$ cat src/hw/rtl/apsd_pkg.sv
// Shared types and constants for the accelerometer pedometer step detector.
// No dependencies; every other file of the block refers to it by scoped names.

package apsd_pkg;

	// Three acceleration axes, handled as parallel lanes.
	localparam int AXES = 3;

	// Configuration port geometry.
	localparam int CFG_IDX_W  = 4;
	localparam int CFG_DATA_W = 16;

	// Register field widths.
	localparam int DYN_PREC_W = 15;
	localparam int ACT_PREC_W = 16;
	localparam int THR_FRAC_W = 8;
	localparam int WIN_LEN_W  = 8;

	// Result field widths.
	localparam int STEP_W = 32;
	localparam int AXIS_W = 2;

	// Register indexes.
	localparam logic [CFG_IDX_W-1:0] CFG_DYN_PREC = 4'd0;
	localparam logic [CFG_IDX_W-1:0] CFG_ACT_PREC = 4'd1;
	localparam logic [CFG_IDX_W-1:0] CFG_THR_FRAC = 4'd2;
	localparam logic [CFG_IDX_W-1:0] CFG_WIN_LEN  = 4'd3;

	// Register values after reset.
	localparam logic [DYN_PREC_W-1:0] DYN_PREC_RST = 15'd205;
	localparam logic [ACT_PREC_W-1:0] ACT_PREC_RST = 16'd256;
	localparam logic [THR_FRAC_W-1:0] THR_FRAC_RST = 8'd77;
	localparam logic [WIN_LEN_W-1:0]  WIN_LEN_RST  = 8'd15;

	// Active axis codes.
	localparam logic [AXIS_W-1:0] AXIS_NONE = 2'd0;
	localparam logic [AXIS_W-1:0] AXIS_X    = 2'd1;
	localparam logic [AXIS_W-1:0] AXIS_Y    = 2'd2;
	localparam logic [AXIS_W-1:0] AXIS_Z    = 2'd3;

	// Configuration as seen by the datapath.
	typedef struct packed {
		logic [DYN_PREC_W-1:0] dyn_prec;
		logic [ACT_PREC_W-1:0] act_prec;
		logic [THR_FRAC_W-1:0] thr_frac;
		logic [WIN_LEN_W-1:0]  win_len;
	} cfg_t;

endpackage

$ cat src/hw/rtl/apsd_if.sv
// Channel interfaces of the pedometer step detector: samples, results, configuration.
// Depends on apsd_pkg for field widths.

interface apsd_sample_if #(parameter int SAMPLE_BITS = 16) ();
	logic                          valid;
	logic                          ready;
	logic signed [SAMPLE_BITS-1:0] accel_x;
	logic signed [SAMPLE_BITS-1:0] accel_y;
	logic signed [SAMPLE_BITS-1:0] accel_z;

	modport source (output valid, output accel_x, output accel_y, output accel_z,
		input ready);
	modport sink (input valid, input accel_x, input accel_y, input accel_z,
		output ready);
endinterface

interface apsd_result_if ();
	logic                          valid;
	logic                          ready;
	logic [apsd_pkg::STEP_W-1:0]   total_steps;
	logic                          slide_moved;
	logic                          step_seen;
	logic [apsd_pkg::AXIS_W-1:0]   active_axis;

	modport source (output valid, output total_steps, output slide_moved,
		output step_seen, output active_axis, input ready);
	modport sink (input valid, input total_steps, input slide_moved,
		input step_seen, input active_axis, output ready);
endinterface

interface apsd_cfg_if ();
	logic                            valid;
	logic                            ready;
	logic [apsd_pkg::CFG_IDX_W-1:0]  index;
	logic [apsd_pkg::CFG_DATA_W-1:0] wdata;

	modport source (output valid, output index, output wdata, input ready);
	modport sink (input valid, input index, input wdata, output ready);
endinterface

$ cat src/hw/rtl/apsd_cfg_regs.sv
// Configuration register file of the pedometer step detector.
// Depends on apsd_pkg and apsd_cfg_if.

module apsd_cfg_regs (
	input  logic           clk,
	input  logic           arst_n,
	apsd_cfg_if.sink       cfg,
	output apsd_pkg::cfg_t regs
);

	apsd_pkg::cfg_t regs_q;

	// Writes never stall.
	assign cfg.ready = 1'b1;
	assign regs      = regs_q;

	// Decode the index of each write beat; unknown indexes are dropped.
	always_ff @(posedge clk or negedge arst_n) begin
		if (!arst_n) begin
			regs_q.dyn_prec <= apsd_pkg::DYN_PREC_RST;
			regs_q.act_prec <= apsd_pkg::ACT_PREC_RST;
			regs_q.thr_frac <= apsd_pkg::THR_FRAC_RST;
			regs_q.win_len  <= apsd_pkg::WIN_LEN_RST;
		end else if (cfg.valid) begin
			unique case (cfg.index)
				apsd_pkg::CFG_DYN_PREC: regs_q.dyn_prec <= cfg.wdata[apsd_pkg::DYN_PREC_W-1:0];
				apsd_pkg::CFG_ACT_PREC: regs_q.act_prec <= cfg.wdata[apsd_pkg::ACT_PREC_W-1:0];
				apsd_pkg::CFG_THR_FRAC: regs_q.thr_frac <= cfg.wdata[apsd_pkg::THR_FRAC_W-1:0];
				apsd_pkg::CFG_WIN_LEN:  regs_q.win_len  <= cfg.wdata[apsd_pkg::WIN_LEN_W-1:0];
				default:                regs_q          <= regs_q;
			endcase
		end
	end

endmodule

$ cat src/hw/rtl/apsd_mean.sv
// Moving-mean front end: tap ring memory, running sums and a floor divide by the tap count.
// Depends on apsd_pkg.

module apsd_mean #(
	parameter int MEAN_TAPS   = 4,
	parameter int SAMPLE_BITS = 16
) (
	input  logic                          clk,
	input  logic                          arst_n,
	input  logic                          in_valid,
	output logic                          in_ready,
	input  logic signed [SAMPLE_BITS-1:0] in_x,
	input  logic signed [SAMPLE_BITS-1:0] in_y,
	input  logic signed [SAMPLE_BITS-1:0] in_z,
	output logic                          out_valid,
	input  logic                          out_ready,
	output logic signed [SAMPLE_BITS-1:0] smooth [apsd_pkg::AXES]
);

	localparam int AXES   = apsd_pkg::AXES;
	localparam int SB     = SAMPLE_BITS;
	localparam int TAP_W  = $clog2(MEAN_TAPS);
	localparam int SLOT_W = TAP_W;
	localparam int UW     = SB + TAP_W;
	localparam int K      = UW + TAP_W;
	localparam int MW     = UW + 2;
	localparam int UL     = UW / 2;
	localparam int UH     = UW - UL;
	localparam int ML     = MW / 2;
	localparam int MH     = MW - ML;
	localparam int PW     = UW + MW;

	// Reciprocal of the tap count, exact for every biased sum below 2**UW.
	localparam logic [MW-1:0] RECIP = MW'(((64'd1 << K) / 64'(MEAN_TAPS)) + 64'd1);
	localparam logic [ML-1:0] RECIP_LO = RECIP[ML-1:0];
	localparam logic [MH-1:0] RECIP_HI = RECIP[MW-1:ML];
	// Bias that makes every sum non-negative.
	localparam logic [UW-1:0] BIAS = UW'(64'(MEAN_TAPS) << (SB - 1));
	localparam logic [SLOT_W-1:0] SLOT_LAST = SLOT_W'(MEAN_TAPS - 1);

	// Tap ring: one row per slot, all three axes side by side.
	logic [AXES*SB-1:0] ring_mem [MEAN_TAPS];
	logic [AXES*SB-1:0] ring_rd_q;
	logic [MEAN_TAPS-1:0] vb_q;
	logic [SLOT_W-1:0]    slot_q;

	logic signed [UW-1:0] sum_q [AXES];

	logic v_s1, v_s2, v_s3;
	logic en1, en2, en3, acc, mv1;

	logic signed [SB-1:0] new_s1 [AXES];
	logic                 evv_s1;
	logic [UW-1:0]        u_s2 [AXES];
	logic [UL+ML-1:0]     pll_s3 [AXES];
	logic [UL+MH-1:0]     plh_s3 [AXES];
	logic [UH+ML-1:0]     phl_s3 [AXES];
	logic [UH+MH-1:0]     phh_s3 [AXES];

	logic signed [SB-1:0] ev [AXES];
	logic signed [UW-1:0] sum_nx [AXES];
	logic [UW-1:0]        u [AXES];
	logic [PW-1:0]        prod [AXES];
	logic [SB-1:0]        quo [AXES];

	// Stage enables ripple back from the output.
	assign en3       = !v_s3 || out_ready;
	assign en2       = !v_s2 || en3;
	assign en1       = !v_s1 || en2;
	assign in_ready  = en1;
	assign acc       = in_valid && en1;
	assign mv1       = v_s1 && en2;
	assign out_valid = v_s3;

	// The ring is read before it is written, so one port pair serves the evicted tap.
	always_ff @(posedge clk) begin
		if (acc) begin
			ring_rd_q        <= ring_mem[slot_q];
			ring_mem[slot_q] <= {in_z, in_y, in_x};
		end
	end

	// Control state, slot valid bits and running sums.
	always_ff @(posedge clk or negedge arst_n) begin
		if (!arst_n) begin
			vb_q   <= '0;
			slot_q <= '0;
			v_s1   <= 1'b0;
			v_s2   <= 1'b0;
			v_s3   <= 1'b0;
			for (int a = 0; a < AXES; a++) begin
				sum_q[a] <= '0;
			end
		end else begin
			if (acc) begin
				vb_q[slot_q] <= 1'b1;
				slot_q       <= (slot_q == SLOT_LAST) ? '0 : slot_q + 1'b1;
			end
			if (en1) begin
				v_s1 <= acc;
			end
			if (en2) begin
				v_s2 <= v_s1;
			end
			if (en3) begin
				v_s3 <= v_s2;
			end
			if (mv1) begin
				for (int a = 0; a < AXES; a++) begin
					sum_q[a] <= sum_nx[a];
				end
			end
		end
	end

	// Stage 1: replace the evicted tap in the running sum and bias it.
	always_comb begin
		for (int a = 0; a < AXES; a++) begin
			ev[a]     = evv_s1 ? $signed(ring_rd_q[a*SB +: SB]) : '0;
			sum_nx[a] = sum_q[a] - UW'(ev[a]) + UW'(new_s1[a]);
			u[a]      = $unsigned(sum_nx[a]) + BIAS;
		end
	end

	// Stage 3: add the partial products and take the quotient.
	always_comb begin
		for (int a = 0; a < AXES; a++) begin
			prod[a] = PW'(pll_s3[a]) + (PW'(plh_s3[a]) << ML) + (PW'(phl_s3[a]) << UL)
				+ (PW'(phh_s3[a]) << (UL + ML));
			quo[a]    = prod[a][K +: SB];
			// Removing the bias flips the top bit of the quotient.
			smooth[a] = $signed({~quo[a][SB-1], quo[a][SB-2:0]});
		end
	end

	// Pipeline payload.
	always_ff @(posedge clk) begin
		if (acc) begin
			new_s1[0] <= in_x;
			new_s1[1] <= in_y;
			new_s1[2] <= in_z;
			evv_s1    <= vb_q[slot_q];
		end
		if (en2 && v_s1) begin
			for (int a = 0; a < AXES; a++) begin
				u_s2[a] <= u[a];
			end
		end
		// Stage 2: four half-width partial products against the reciprocal.
		if (en3 && v_s2) begin
			for (int a = 0; a < AXES; a++) begin
				pll_s3[a] <= (UL+ML)'(u_s2[a][UL-1:0]) * (UL+ML)'(RECIP_LO);
				plh_s3[a] <= (UL+MH)'(u_s2[a][UL-1:0]) * (UL+MH)'(RECIP_HI);
				phl_s3[a] <= (UH+ML)'(u_s2[a][UW-1:UL]) * (UH+ML)'(RECIP_LO);
				phh_s3[a] <= (UH+MH)'(u_s2[a][UW-1:UL]) * (UH+MH)'(RECIP_HI);
			end
		end
	end

	// A taken beat always lands in stage 1.
	a_acc_fills_s1: assert property (@(posedge clk) disable iff (!arst_n)
		acc |=> v_s1)
		else $error("accepted sample did not reach stage 1");

	// The ring slot never leaves the ring.
	a_slot_range: assert property (@(posedge clk) disable iff (!arst_n)
		int'(slot_q) < MEAN_TAPS)
		else $error("ring slot out of range");

endmodule

$ cat src/hw/rtl/apsd_track.sv
// Peak tracking, slide registers, active axis choice and step decision, with result register.
// Depends on apsd_pkg.

module apsd_track #(
	parameter int SAMPLE_BITS = 16
) (
	input  logic                          clk,
	input  logic                          arst_n,
	input  apsd_pkg::cfg_t                cfg,
	input  logic                          in_valid,
	output logic                          in_ready,
	input  logic signed [SAMPLE_BITS-1:0] smooth [apsd_pkg::AXES],
	output logic                          out_valid,
	input  logic                          out_ready,
	output logic [apsd_pkg::STEP_W-1:0]   total_steps,
	output logic                          slide_moved,
	output logic                          step_seen,
	output logic [apsd_pkg::AXIS_W-1:0]   active_axis
);

	localparam int AXES   = apsd_pkg::AXES;
	localparam int SB     = SAMPLE_BITS;
	localparam int DW     = SB + 1;
	localparam int PCMP_W = (DW > apsd_pkg::ACT_PREC_W) ? DW : apsd_pkg::ACT_PREC_W;
	localparam int FW     = apsd_pkg::THR_FRAC_W;
	localparam int PROD_W = DW + FW + 1;
	localparam int THR_W  = PROD_W + 1;
	localparam int WW     = apsd_pkg::WIN_LEN_W;

	localparam logic signed [SB-1:0] MOST_NEG = {1'b1, {(SB-1){1'b0}}};
	localparam logic signed [SB-1:0] MOST_POS = {1'b0, {(SB-1){1'b1}}};

	// Tracking state.
	logic [WW-1:0]               win_cnt_q;
	logic signed [SB-1:0]        cmax_q [AXES];
	logic signed [SB-1:0]        cmin_q [AXES];
	logic signed [SB-1:0]        pmax_q [AXES];
	logic signed [SB-1:0]        pmin_q [AXES];
	logic signed [SB-1:0]        slide_q [AXES];
	logic [apsd_pkg::STEP_W-1:0] step_total_q;

	// Stage valids and enables.
	logic v_s1, v_s2, v_s3, v_s4, ov_q;
	logic en1, en2, en3, en4, en_out, mv1, mv4;

	// Stage payload.
	logic signed [SB-1:0] smooth_s1 [AXES];
	logic signed [SB-1:0] cmax_s2 [AXES];
	logic signed [SB-1:0] cmin_s2 [AXES];
	logic signed [SB-1:0] pmax_s2 [AXES];
	logic signed [SB-1:0] pmin_s2 [AXES];
	logic signed [SB-1:0] old_s2 [AXES];
	logic signed [SB-1:0] new_s2 [AXES];
	logic                 moved_s2;
	logic [DW-1:0]        span_s3 [AXES];
	logic signed [DW-1:0] ospan_s3 [AXES];
	logic signed [SB-1:0] pmin_s3 [AXES];
	logic signed [SB-1:0] old_s3 [AXES];
	logic signed [SB-1:0] new_s3 [AXES];
	logic                 moved_s3;
	logic [apsd_pkg::AXIS_W-1:0] axis_s4;
	logic signed [PROD_W-1:0]    prod_s4 [AXES];
	logic signed [SB-1:0]        pmin_s4 [AXES];
	logic signed [SB-1:0]        old_s4 [AXES];
	logic signed [SB-1:0]        new_s4 [AXES];
	logic                        moved_s4;
	logic                        moved_q;
	logic                        step_q;
	logic [apsd_pkg::AXIS_W-1:0] axis_q;

	// Stage 1 signals.
	logic [WW:0]          win_next;
	logic                 win_end;
	logic signed [SB-1:0] nmax [AXES];
	logic signed [SB-1:0] nmin [AXES];
	logic signed [SB-1:0] npmax [AXES];
	logic signed [SB-1:0] npmin [AXES];
	logic signed [SB-1:0] nslide [AXES];
	logic signed [DW-1:0] sdiff [AXES];
	logic [DW-1:0]        smag [AXES];
	logic [AXES-1:0]      take;

	// Stage 2 to 4 signals.
	logic signed [DW-1:0]        cdiff [AXES];
	logic [DW-1:0]               span [AXES];
	logic signed [DW-1:0]        ospan [AXES];
	logic [AXES-1:0]             act_ok;
	logic [AXES-1:0]             lead;
	logic [apsd_pkg::AXIS_W-1:0] axis_nx;
	logic signed [PROD_W-1:0]    prod [AXES];
	logic signed [SB-1:0]        pmin_sel;
	logic signed [SB-1:0]        old_sel;
	logic signed [SB-1:0]        new_sel;
	logic signed [PROD_W-1:0]    prod_sel;
	logic signed [THR_W-1:0]     thr;
	logic signed [THR_W-1:0]     old_sc;
	logic signed [THR_W-1:0]     new_sc;
	logic                        step_nx;

	// Stage enables ripple back from the result register.
	assign en_out    = !ov_q || out_ready;
	assign en4       = !v_s4 || en_out;
	assign en3       = !v_s3 || en4;
	assign en2       = !v_s2 || en3;
	assign en1       = !v_s1 || en2;
	assign in_ready  = en1;
	assign mv1       = v_s1 && en2;
	assign mv4       = v_s4 && en_out;

	assign out_valid   = ov_q;
	assign total_steps = step_total_q;
	assign slide_moved = moved_q;
	assign step_seen   = step_q;
	assign active_axis = axis_q;

	// Stage 1: window bookkeeping, peak tracking and slide registers.
	always_comb begin
		win_next = {1'b0, win_cnt_q} + (WW+1)'(1);
		win_end  = win_next > {1'b0, cfg.win_len};
		for (int a = 0; a < AXES; a++) begin
			nmax[a]  = win_end ? MOST_NEG : cmax_q[a];
			nmin[a]  = win_end ? MOST_POS : cmin_q[a];
			if (smooth_s1[a] > nmax[a]) begin
				nmax[a] = smooth_s1[a];
			end
			if (smooth_s1[a] < nmin[a]) begin
				nmin[a] = smooth_s1[a];
			end
			npmax[a] = win_end ? cmax_q[a] : pmax_q[a];
			npmin[a] = win_end ? cmin_q[a] : pmin_q[a];
			sdiff[a] = DW'(smooth_s1[a]) - DW'(slide_q[a]);
			smag[a]  = sdiff[a][DW-1] ? $unsigned(-sdiff[a]) : $unsigned(sdiff[a]);
			take[a]  = PCMP_W'(smag[a]) > PCMP_W'(cfg.dyn_prec);
			nslide[a] = take[a] ? smooth_s1[a] : slide_q[a];
		end
	end

	// Stage 2: current span and previous span per axis.
	always_comb begin
		for (int a = 0; a < AXES; a++) begin
			cdiff[a] = DW'(cmax_s2[a]) - DW'(cmin_s2[a]);
			span[a]  = cdiff[a][DW-1] ? $unsigned(-cdiff[a]) : $unsigned(cdiff[a]);
			ospan[a] = DW'(pmax_s2[a]) - DW'(pmin_s2[a]);
		end
	end

	// Stage 3: pick the axis with the strictly largest span; scale old spans.
	always_comb begin
		for (int a = 0; a < AXES; a++) begin
			act_ok[a] = PCMP_W'(span_s3[a]) >= PCMP_W'(cfg.act_prec);
			prod[a]   = PROD_W'(ospan_s3[a]) * PROD_W'($signed({1'b0, cfg.thr_frac}));
		end
		lead[0] = (span_s3[0] > span_s3[1]) && (span_s3[0] > span_s3[2]) && act_ok[0];
		lead[1] = (span_s3[1] > span_s3[2]) && (span_s3[1] > span_s3[0]) && act_ok[1];
		lead[2] = (span_s3[2] > span_s3[0]) && (span_s3[2] > span_s3[1]) && act_ok[2];
		priority if (!moved_s3) begin
			axis_nx = apsd_pkg::AXIS_NONE;
		end else if (lead[0]) begin
			axis_nx = apsd_pkg::AXIS_X;
		end else if (lead[1]) begin
			axis_nx = apsd_pkg::AXIS_Y;
		end else if (lead[2]) begin
			axis_nx = apsd_pkg::AXIS_Z;
		end else begin
			axis_nx = apsd_pkg::AXIS_NONE;
		end
	end

	// Stage 4: crossing of the dynamic threshold on the chosen axis, all scaled by 256.
	always_comb begin
		unique case (axis_s4)
			apsd_pkg::AXIS_X: begin
				pmin_sel = pmin_s4[0];
				prod_sel = prod_s4[0];
				old_sel  = old_s4[0];
				new_sel  = new_s4[0];
			end
			apsd_pkg::AXIS_Y: begin
				pmin_sel = pmin_s4[1];
				prod_sel = prod_s4[1];
				old_sel  = old_s4[1];
				new_sel  = new_s4[1];
			end
			apsd_pkg::AXIS_Z: begin
				pmin_sel = pmin_s4[2];
				prod_sel = prod_s4[2];
				old_sel  = old_s4[2];
				new_sel  = new_s4[2];
			end
			apsd_pkg::AXIS_NONE: begin
				pmin_sel = '0;
				prod_sel = '0;
				old_sel  = '0;
				new_sel  = '0;
			end
		endcase
		thr     = (THR_W'(pmin_sel) << FW) + THR_W'(prod_sel);
		old_sc  = THR_W'(old_sel) << FW;
		new_sc  = THR_W'(new_sel) << FW;
		step_nx = (axis_s4 != apsd_pkg::AXIS_NONE) && (old_sc > thr) && (new_sc < thr);
	end

	// Control and tracking state.
	always_ff @(posedge clk or negedge arst_n) begin
		if (!arst_n) begin
			v_s1         <= 1'b0;
			v_s2         <= 1'b0;
			v_s3         <= 1'b0;
			v_s4         <= 1'b0;
			ov_q         <= 1'b0;
			win_cnt_q    <= '0;
			step_total_q <= '0;
			for (int a = 0; a < AXES; a++) begin
				cmax_q[a]  <= MOST_NEG;
				cmin_q[a]  <= MOST_POS;
				pmax_q[a]  <= '0;
				pmin_q[a]  <= '0;
				slide_q[a] <= '0;
			end
		end else begin
			if (en1) begin
				v_s1 <= in_valid;
			end
			if (en2) begin
				v_s2 <= v_s1;
			end
			if (en3) begin
				v_s3 <= v_s2;
			end
			if (en4) begin
				v_s4 <= v_s3;
			end
			if (en_out) begin
				ov_q <= v_s4;
			end
			if (mv1) begin
				win_cnt_q <= win_end ? WW'(1) : win_next[WW-1:0];
				for (int a = 0; a < AXES; a++) begin
					cmax_q[a]  <= nmax[a];
					cmin_q[a]  <= nmin[a];
					pmax_q[a]  <= npmax[a];
					pmin_q[a]  <= npmin[a];
					slide_q[a] <= nslide[a];
				end
			end
			if (mv4) begin
				step_total_q <= step_total_q + apsd_pkg::STEP_W'(step_nx);
			end
		end
	end

	// Pipeline payload and result register.
	always_ff @(posedge clk) begin
		if (en1 && in_valid) begin
			for (int a = 0; a < AXES; a++) begin
				smooth_s1[a] <= smooth[a];
			end
		end
		if (mv1) begin
			moved_s2 <= |take;
			for (int a = 0; a < AXES; a++) begin
				cmax_s2[a] <= nmax[a];
				cmin_s2[a] <= nmin[a];
				pmax_s2[a] <= npmax[a];
				pmin_s2[a] <= npmin[a];
				old_s2[a]  <= slide_q[a];
				new_s2[a]  <= nslide[a];
			end
		end
		if (en3 && v_s2) begin
			moved_s3 <= moved_s2;
			for (int a = 0; a < AXES; a++) begin
				span_s3[a]  <= span[a];
				ospan_s3[a] <= ospan[a];
				pmin_s3[a]  <= pmin_s2[a];
				old_s3[a]   <= old_s2[a];
				new_s3[a]   <= new_s2[a];
			end
		end
		if (en4 && v_s3) begin
			moved_s4 <= moved_s3;
			axis_s4  <= axis_nx;
			for (int a = 0; a < AXES; a++) begin
				prod_s4[a] <= prod[a];
				pmin_s4[a] <= pmin_s3[a];
				old_s4[a]  <= old_s3[a];
				new_s4[a]  <= new_s3[a];
			end
		end
		if (mv4) begin
			moved_q <= moved_s4;
			step_q  <= step_nx;
			axis_q  <= axis_s4;
		end
	end

	// A counted step always comes with a moved slide and a chosen axis.
	a_step_needs_axis: assert property (@(posedge clk) disable iff (!arst_n)
		(ov_q && step_q) |-> (moved_q && (axis_q != apsd_pkg::AXIS_NONE)))
		else $error("step counted without a moved slide or an active axis");

	// The running count advances by exactly the step flag of each finished beat.
	a_count_step: assert property (@(posedge clk) disable iff (!arst_n)
		mv4 |=> (step_total_q == $past(step_total_q) + apsd_pkg::STEP_W'($past(step_nx))))
		else $error("step count out of step with the step flag");

	// No axis is reported for a beat whose slide did not move.
	a_axis_needs_move: assert property (@(posedge clk) disable iff (!arst_n)
		(ov_q && !moved_q) |-> (axis_q == apsd_pkg::AXIS_NONE))
		else $error("active axis reported without a slide move");

endmodule

$ cat src/hw/rtl/accel_pedometer_step_detector_core.sv
// Top level of the accelerometer pedometer step detector.
// Depends on apsd_pkg, apsd_if, apsd_cfg_regs, apsd_mean and apsd_track.
//
// Usage:
//   sample : one beat carries accel_x, accel_y, accel_z (signed Q8.8).
//   result : one beat per sample: total_steps, slide_moved, step_seen,
//            active_axis (0 none, 1 x, 2 y, 3 z).
//   cfg    : register writes by index (0 slide precision, 1 activity
//            precision, 2 threshold fraction, 3 window length); always
//            ready; write only while no sample is in flight.
// A sample passes the mean stages, tracking stages and result register.
// Throughput is one sample per cycle without result stalls: the tap ring
// is a single read-before-write memory touched once per sample, and every
// piece of per-axis state is updated in one pipeline stage per beat.
// Reset clears all state at once; the tap ring needs no clearing pass since
// a valid bit per slot makes an unwritten slot read as zero.
// When the result receiver stalls, the result is held and the stages behind
// it keep filling their empty slots; the sample channel drops ready only
// once every stage is occupied.

module accel_pedometer_step_detector_core #(
	parameter int MEAN_TAPS   = 4,
	parameter int SAMPLE_BITS = 16
) (
	input logic            clk,
	input logic            arst_n,
	apsd_sample_if.sink    sample,
	apsd_result_if.source  result,
	apsd_cfg_if.sink       cfg
);

	apsd_pkg::cfg_t regs;

	logic                          mean_valid;
	logic                          mean_ready;
	logic signed [SAMPLE_BITS-1:0] smooth [apsd_pkg::AXES];

	// Register file.
	apsd_cfg_regs u_cfg (
		.clk    (clk),
		.arst_n (arst_n),
		.cfg    (cfg),
		.regs   (regs)
	);

	// Moving mean over the tap ring.
	apsd_mean #(
		.MEAN_TAPS   (MEAN_TAPS),
		.SAMPLE_BITS (SAMPLE_BITS)
	) u_mean (
		.clk       (clk),
		.arst_n    (arst_n),
		.in_valid  (sample.valid),
		.in_ready  (sample.ready),
		.in_x      (sample.accel_x),
		.in_y      (sample.accel_y),
		.in_z      (sample.accel_z),
		.out_valid (mean_valid),
		.out_ready (mean_ready),
		.smooth    (smooth)
	);

	// Peak tracking and step decision.
	apsd_track #(
		.SAMPLE_BITS (SAMPLE_BITS)
	) u_track (
		.clk         (clk),
		.arst_n      (arst_n),
		.cfg         (regs),
		.in_valid    (mean_valid),
		.in_ready    (mean_ready),
		.smooth      (smooth),
		.out_valid   (result.valid),
		.out_ready   (result.ready),
		.total_steps (result.total_steps),
		.slide_moved (result.slide_moved),
		.step_seen   (result.step_seen),
		.active_axis (result.active_axis)
	);

endmodule

$ cat src/flat_wrapper.sv
// flat-port wrapper written by rule: the top's interface ports become plain ports
module accel_pedometer_step_detector_core_flat 
#(
	parameter int MEAN_TAPS   = 4,
	parameter int SAMPLE_BITS = 16
)
  (clk, arst_n, sample_valid, sample_accel_x, sample_accel_y, sample_accel_z, sample_ready, result_valid, result_total_steps, result_slide_moved, result_step_seen, result_active_axis, result_ready, cfg_valid, cfg_index, cfg_wdata, cfg_ready);
  apsd_sample_if #(.SAMPLE_BITS(SAMPLE_BITS)) sample_i ();
  apsd_result_if result_i ();
  apsd_cfg_if cfg_i ();
  input logic clk;
  input logic arst_n;
  input wire logic [$bits(sample_i.valid)-1:0] sample_valid;
  input wire logic [$bits(sample_i.accel_x)-1:0] sample_accel_x;
  input wire logic [$bits(sample_i.accel_y)-1:0] sample_accel_y;
  input wire logic [$bits(sample_i.accel_z)-1:0] sample_accel_z;
  output wire logic [$bits(sample_i.ready)-1:0] sample_ready;
  output wire logic [$bits(result_i.valid)-1:0] result_valid;
  output wire logic [$bits(result_i.total_steps)-1:0] result_total_steps;
  output wire logic [$bits(result_i.slide_moved)-1:0] result_slide_moved;
  output wire logic [$bits(result_i.step_seen)-1:0] result_step_seen;
  output wire logic [$bits(result_i.active_axis)-1:0] result_active_axis;
  input wire logic [$bits(result_i.ready)-1:0] result_ready;
  input wire logic [$bits(cfg_i.valid)-1:0] cfg_valid;
  input wire logic [$bits(cfg_i.index)-1:0] cfg_index;
  input wire logic [$bits(cfg_i.wdata)-1:0] cfg_wdata;
  output wire logic [$bits(cfg_i.ready)-1:0] cfg_ready;
  assign sample_i.valid = sample_valid;
  assign sample_i.accel_x = sample_accel_x;
  assign sample_i.accel_y = sample_accel_y;
  assign sample_i.accel_z = sample_accel_z;
  assign sample_ready = sample_i.ready;
  assign result_valid = result_i.valid;
  assign result_total_steps = result_i.total_steps;
  assign result_slide_moved = result_i.slide_moved;
  assign result_step_seen = result_i.step_seen;
  assign result_active_axis = result_i.active_axis;
  assign result_i.ready = result_ready;
  assign cfg_i.valid = cfg_valid;
  assign cfg_i.index = cfg_index;
  assign cfg_i.wdata = cfg_wdata;
  assign cfg_ready = cfg_i.ready;
  accel_pedometer_step_detector_core #(.MEAN_TAPS(MEAN_TAPS), .SAMPLE_BITS(SAMPLE_BITS)) u_core (.clk(clk), .arst_n(arst_n), .sample(sample_i), .result(result_i), .cfg(cfg_i));
endmodule
$ cat config.mk
export PLATFORM = sky130hd
export DESIGN_NAME = accel_pedometer_step_detector_core_flat
export DESIGN_NICKNAME = d
export VERILOG_FILES = /design/src/hw/rtl/apsd_pkg.sv /design/src/hw/rtl/apsd_if.sv /design/src/hw/rtl/apsd_cfg_regs.sv /design/src/hw/rtl/apsd_mean.sv /design/src/hw/rtl/apsd_track.sv /design/src/hw/rtl/accel_pedometer_step_detector_core.sv /design/src/flat_wrapper.sv
export SDC_FILE = /design/constraint.sdc
export NUM_CORES = 2
export LEC_CHECK = 0
export ABC_AREA = 1
export ABC_CLOCK_PERIOD_IN_PS = 21200
export BUFFER_PORTS_ARGS = -buffer_cell sky130_fd_sc_hd__buf_2
export CAP_MARGIN = 0
export CORE_ASPECT_RATIO = 0.5
export CORE_MARGIN = 2
export CORE_UTILIZATION = 55
export CTS_CLUSTER_SIZE = 12
export DETAILED_ROUTE_END_ITERATION = 16
export PLACE_DENSITY = 0.71
export SLEW_MARGIN = 10
export SYNTH_ARGS = -nofsm -noshare
export SYNTH_HDL_FRONTEND = slang
export SYNTH_SLANG_ARGS = --single-unit
$ cat constraint.sdc
create_clock -name clk -period 21.2 [get_ports clk]
set_input_delay 2.12 -clock clk [delete_from_list [all_inputs] [get_ports clk]]
set_output_delay 2.12 -clock clk [all_outputs]
set_load 0.01 [all_outputs]
==> summary.md <==
| Metric | Value |
|---|---|
| WHS | `between 300 and 400 ps` |
| Slowest CP cell | `inv_1` |
| Mapped Nets | `roughly 11000` |
| Yosys reg bits | `roughly 1600` |
| Initial antenna violation count | `15` |
| CTS Sinks | `approximately 1600` |
| Reg2reg setup slack | `roughly 14000 ps` |
| CTS buffer count | `165` |
| Most common cell in the synthesized netlist | `nand2_1` |
| Cell Rows | `between 100 and 150` |
| Hpwl dp | `between 150000 and 200000 um` |
| Bufs on Longest Clock Path | `4` |
| Critical Path AT | `8050 ps` |
| Async set-or-reset flop fraction in the synthesized netlist | `roughly 25%` |
| Synth top cells by count | `nand2_1 (1991), inv_1 (1660), edfxtp_1 (1198), ha_1 (660), o21ai_0 (567)` |
| Synth warnings | `0` |
| Synth area leaders | `edfxtp_1 (39%), dfrtp_1 (8.9%), ha_1 (8.8%)` |
| Number of global-route vias before repair | `between 60000 and 70000` |
| Top cell type by total area after synthesis | `edfxtp_1` |
| Synth Cell Area | `around 93000 um2` |
| Worst Setup EP | `u_core.u_track.total_steps[30]` |
| Critical Path Sink Type | `register` |
| CP most frequent cell | `nand2_1` |
| TritonCTS clock tree | `built` |
| FF-to-FF End | `u_core.u_track.total_steps[30]` |
| Post-CTS setup buffer count | `0` |
| Reg clk slew, reported paths | `60 ps` |
| Tcrit/Tclk final | `a little over a third` |
| Remaining global-route overflow | `0` |
| Slew Limit Fails | `0` |
| Status | `complete, no violations` |
| RSZ-0062 raised after global routing | `false` |
| Worst setup SP type | `register` |
| Residual DRC | `0` |
| Crit path max fanout | `48` |
| Max Cap Violations | `0` |
| Fin Clk Skew | `57.1 ps` |
| DRT iter0 DRCs | `slightly below 7000` |
| Core Util, Final | `around three fifths` |
| Antenna violation net count after detailed routing | `0` |
| Critical Path Start | `u_core.u_track.axis_s4[0]` |
| Count of different cell masters after synthesis | `70` |
| DR WL/cell | `19.7 um` |
| Post-synth top flop | `edfxtp_1` |
| Slew headroom | `between 20% and 30%` |
| Hold Buf Count CTS | `0` |
| Pin count of the biggest net entering global routing | `approximately 230` |
| Share of the synthesized area in the top cell type | `roughly 39%` |
| Fill count | `roughly 14000` |
| First-pass GRT wire length | `roughly 360000 um` |
| Fin nets | `roughly 11000` |
| Clock H-tree levels | `4` |
| Mean Syn Cell Area | `9.83 um2` |
| Layout area overhead | `8.09%` |
| Port bufs | `between 100 and 150` |
| Seq/Total Area, Yosys | `just under 50%` |
| FF+latch area | `roughly 46000 um2` |
| Post-synth EDFFs | `approximately 1200` |
| Final wirelength | `234000 um` |
| Die H | `between 200 and 300 um` |
| Setup TNS | `0 ps` |
| All-Layer GR Usage | `about 27%` |
| CTS Root Cell | `clkbuf_16` |
| RePlAce Congestion | `~0.94` |
| R2r startpoint | `u_core.u_track.axis_s4[0]` |
| Starting Density | `approximately 56%` |
| DIE AREA | `around 170000 um2` |
| Vias | `65100` |
| Worst path max stage delay | `740 ps` |
| Post-CTS resize count | `0` |
| Fmax | `136 MHz` |
| Die Wd | `between 500 and 600 um` |
| Post-layout min period | `between 7000 and 8000 ps` |
| First drt pass iteration count | `6` |
| Layout cells sized above 1 | `approximately 5.4%` |
| Post-synthesis cell count | `9498` |
| Via-to-Cell Ratio | `between 5 and 6` |
| Worst-Margin Slew | `1170 ps` |
| Final setup vio count | `0` |
| Req. time, crit path | `between 20000 and 25000 ps` |
| Multi-input combinational cell area | `between 30000 and 40000 um2` |
| Clock Latency Late Sink | `just over 800 ps` |
| Final hold violation count | `0` |
| # IOs | `about 110` |
| Core area | `168000 um2` |
| Crit Path Class | `reg -> reg` |
| R2R depth | `39` |
| Hold Crit Class | `reg -> reg` |
==> state kept, by name, indices dropped and copies added (netlist names), 51 cells and up <==
register / flops
u_core.u_mean.ring_mem: 192
u_core.u_track.prod_s4: 78
u_core.u_mean.sum_q: 54
u_core.u_track.ospan_s3: 51
u_core.u_track.span_s3: 51
==> worst max-delay path, delay by kind of cell (launching register included) <==
| kind | cells | cell delay, ps |
|---|---|---|
| DFF | 1 | 320 |
| and+or+nand+nor | 25 | 3610 |
| buffers and inverters | 4 | 1490 |
| xor gates and xnor gates | 2 | 410 |
| adders and majority gates | 4 | 880 |
| AOI/OAI and AO/OA | 4 | 540 |
==> cell usage in the layout (no fill, tap or decap), drive strengths merged, types with 6 or more instances in the layout <==
cell type,n
clkinv,12
nor3,59
a31oi,24
nand2,2021
o211ai,8
xnor2,130
nor4,14
and2,102
clkbuf,275
nor3b,6
o221ai,37
buf,160
nand3b,11
a21o,27
dfrtp,333
xor2,236
o22ai,52
o21ai,572
a21oi,417
edfxtp,1198
inv,1669
a211oi,14
o21a,18
a21boi,16
a221oi,10
nor2,508
fa,385
o21bai,20
o31ai,8
or2,16
dfstp,62
ha,660
nand3,438
nand4,102
==> kinds of logic (layout without fill, tap and decap cells) <==
| kind of cell | count (synthesis) | count (layout) | share of synthesized area (%) |
|---|---|---|---|
| compound gates | 1242 | 1242 | 7.37 |
| xor+xnor | 366 | 366 | 3.47 |
| fa+ha+maj | 1046 | 1046 | 17.1 |
| buf+inv | 1970 | 2123 | 8.06 |
| flops | 1593 | 1593 | 49.2 |
| other cells | 1 | 4 | 0.00402 |
| simple gates | 3280 | 3280 | 14.8 |
==> cell type report <==
type                    count  share of cell area (%)
diodes                      3                 0.00744
clock buffers             275                    4.62
clock inverters            18                   0.238
inverters                1670                    6.23
multi-input cells        5935                    39.6
flip-flops and latches   1593                    45.5
well taps                2268                    2.81
repair buffers            160                   0.964
==> worst min path at each step <==
stage / slack [ps] / end / startpoint / depth (start not counted)
2_1_floorplan: 400 / u_core.u_mean.phl_s3[0][0] / u_core.u_mean.u_s2[0][9] / 0
3_3_place_gp: 400 / u_core.u_mean.phl_s3[0][3] / u_core.u_mean.u_s2[0][12] / 0
3_5_place_dp: 400 / u_core.u_mean.phl_s3[0][10] / u_core.u_mean.u_s2[0][28] / 0
4_1_cts: 390 / u_core.u_track.smooth_s1[0][16] / u_core.u_mean.pll_s3[0][11] / 0
5_1_grt: 400 / u_core.u_track.old_s4[0][28] / u_core.u_track.old_s3[0][28] / 0
6_report: 390 / u_core.u_track.smooth_s1[0][16] / u_core.u_mean.pll_s3[0][11] / 0
==> metal layers <==
| layer | track usage, % | vias to the layer above | part of all wire (%) |
|---|---|---|---|
| met5 | 0 | - | 0.026 |
| met4 | 6.09 | 10 | 2.1 |
| met3 | 4.82 | 285 | 9.0 |
| met2 | 40.3 | 2392 | 43 |
| met1 | 41.7 | 31400 | 46 |
| li1 | - | 31000 | - |
==> metrics by stage <==
| stage | area, um2 | std cells | worst slack [ps] |
|---|---|---|---|
| 6_report | 101000 | 11900 | 13850 |
| 5_1_grt | 101000 | 11900 | 12890 |
| 4_1_cts | 101000 | 11900 | 13780 |
| 3_5_place_dp | 96000 | 11600 | 13820 |
| 3_3_place_gp | 96000 | 11600 | 13940 |
| 2_1_floorplan | 93400 | 9498 | 9480 |
Power is left out: the tool's default activity adds up to more than one toggle a clock period on the data nets, which glitch-free logic cannot reach.
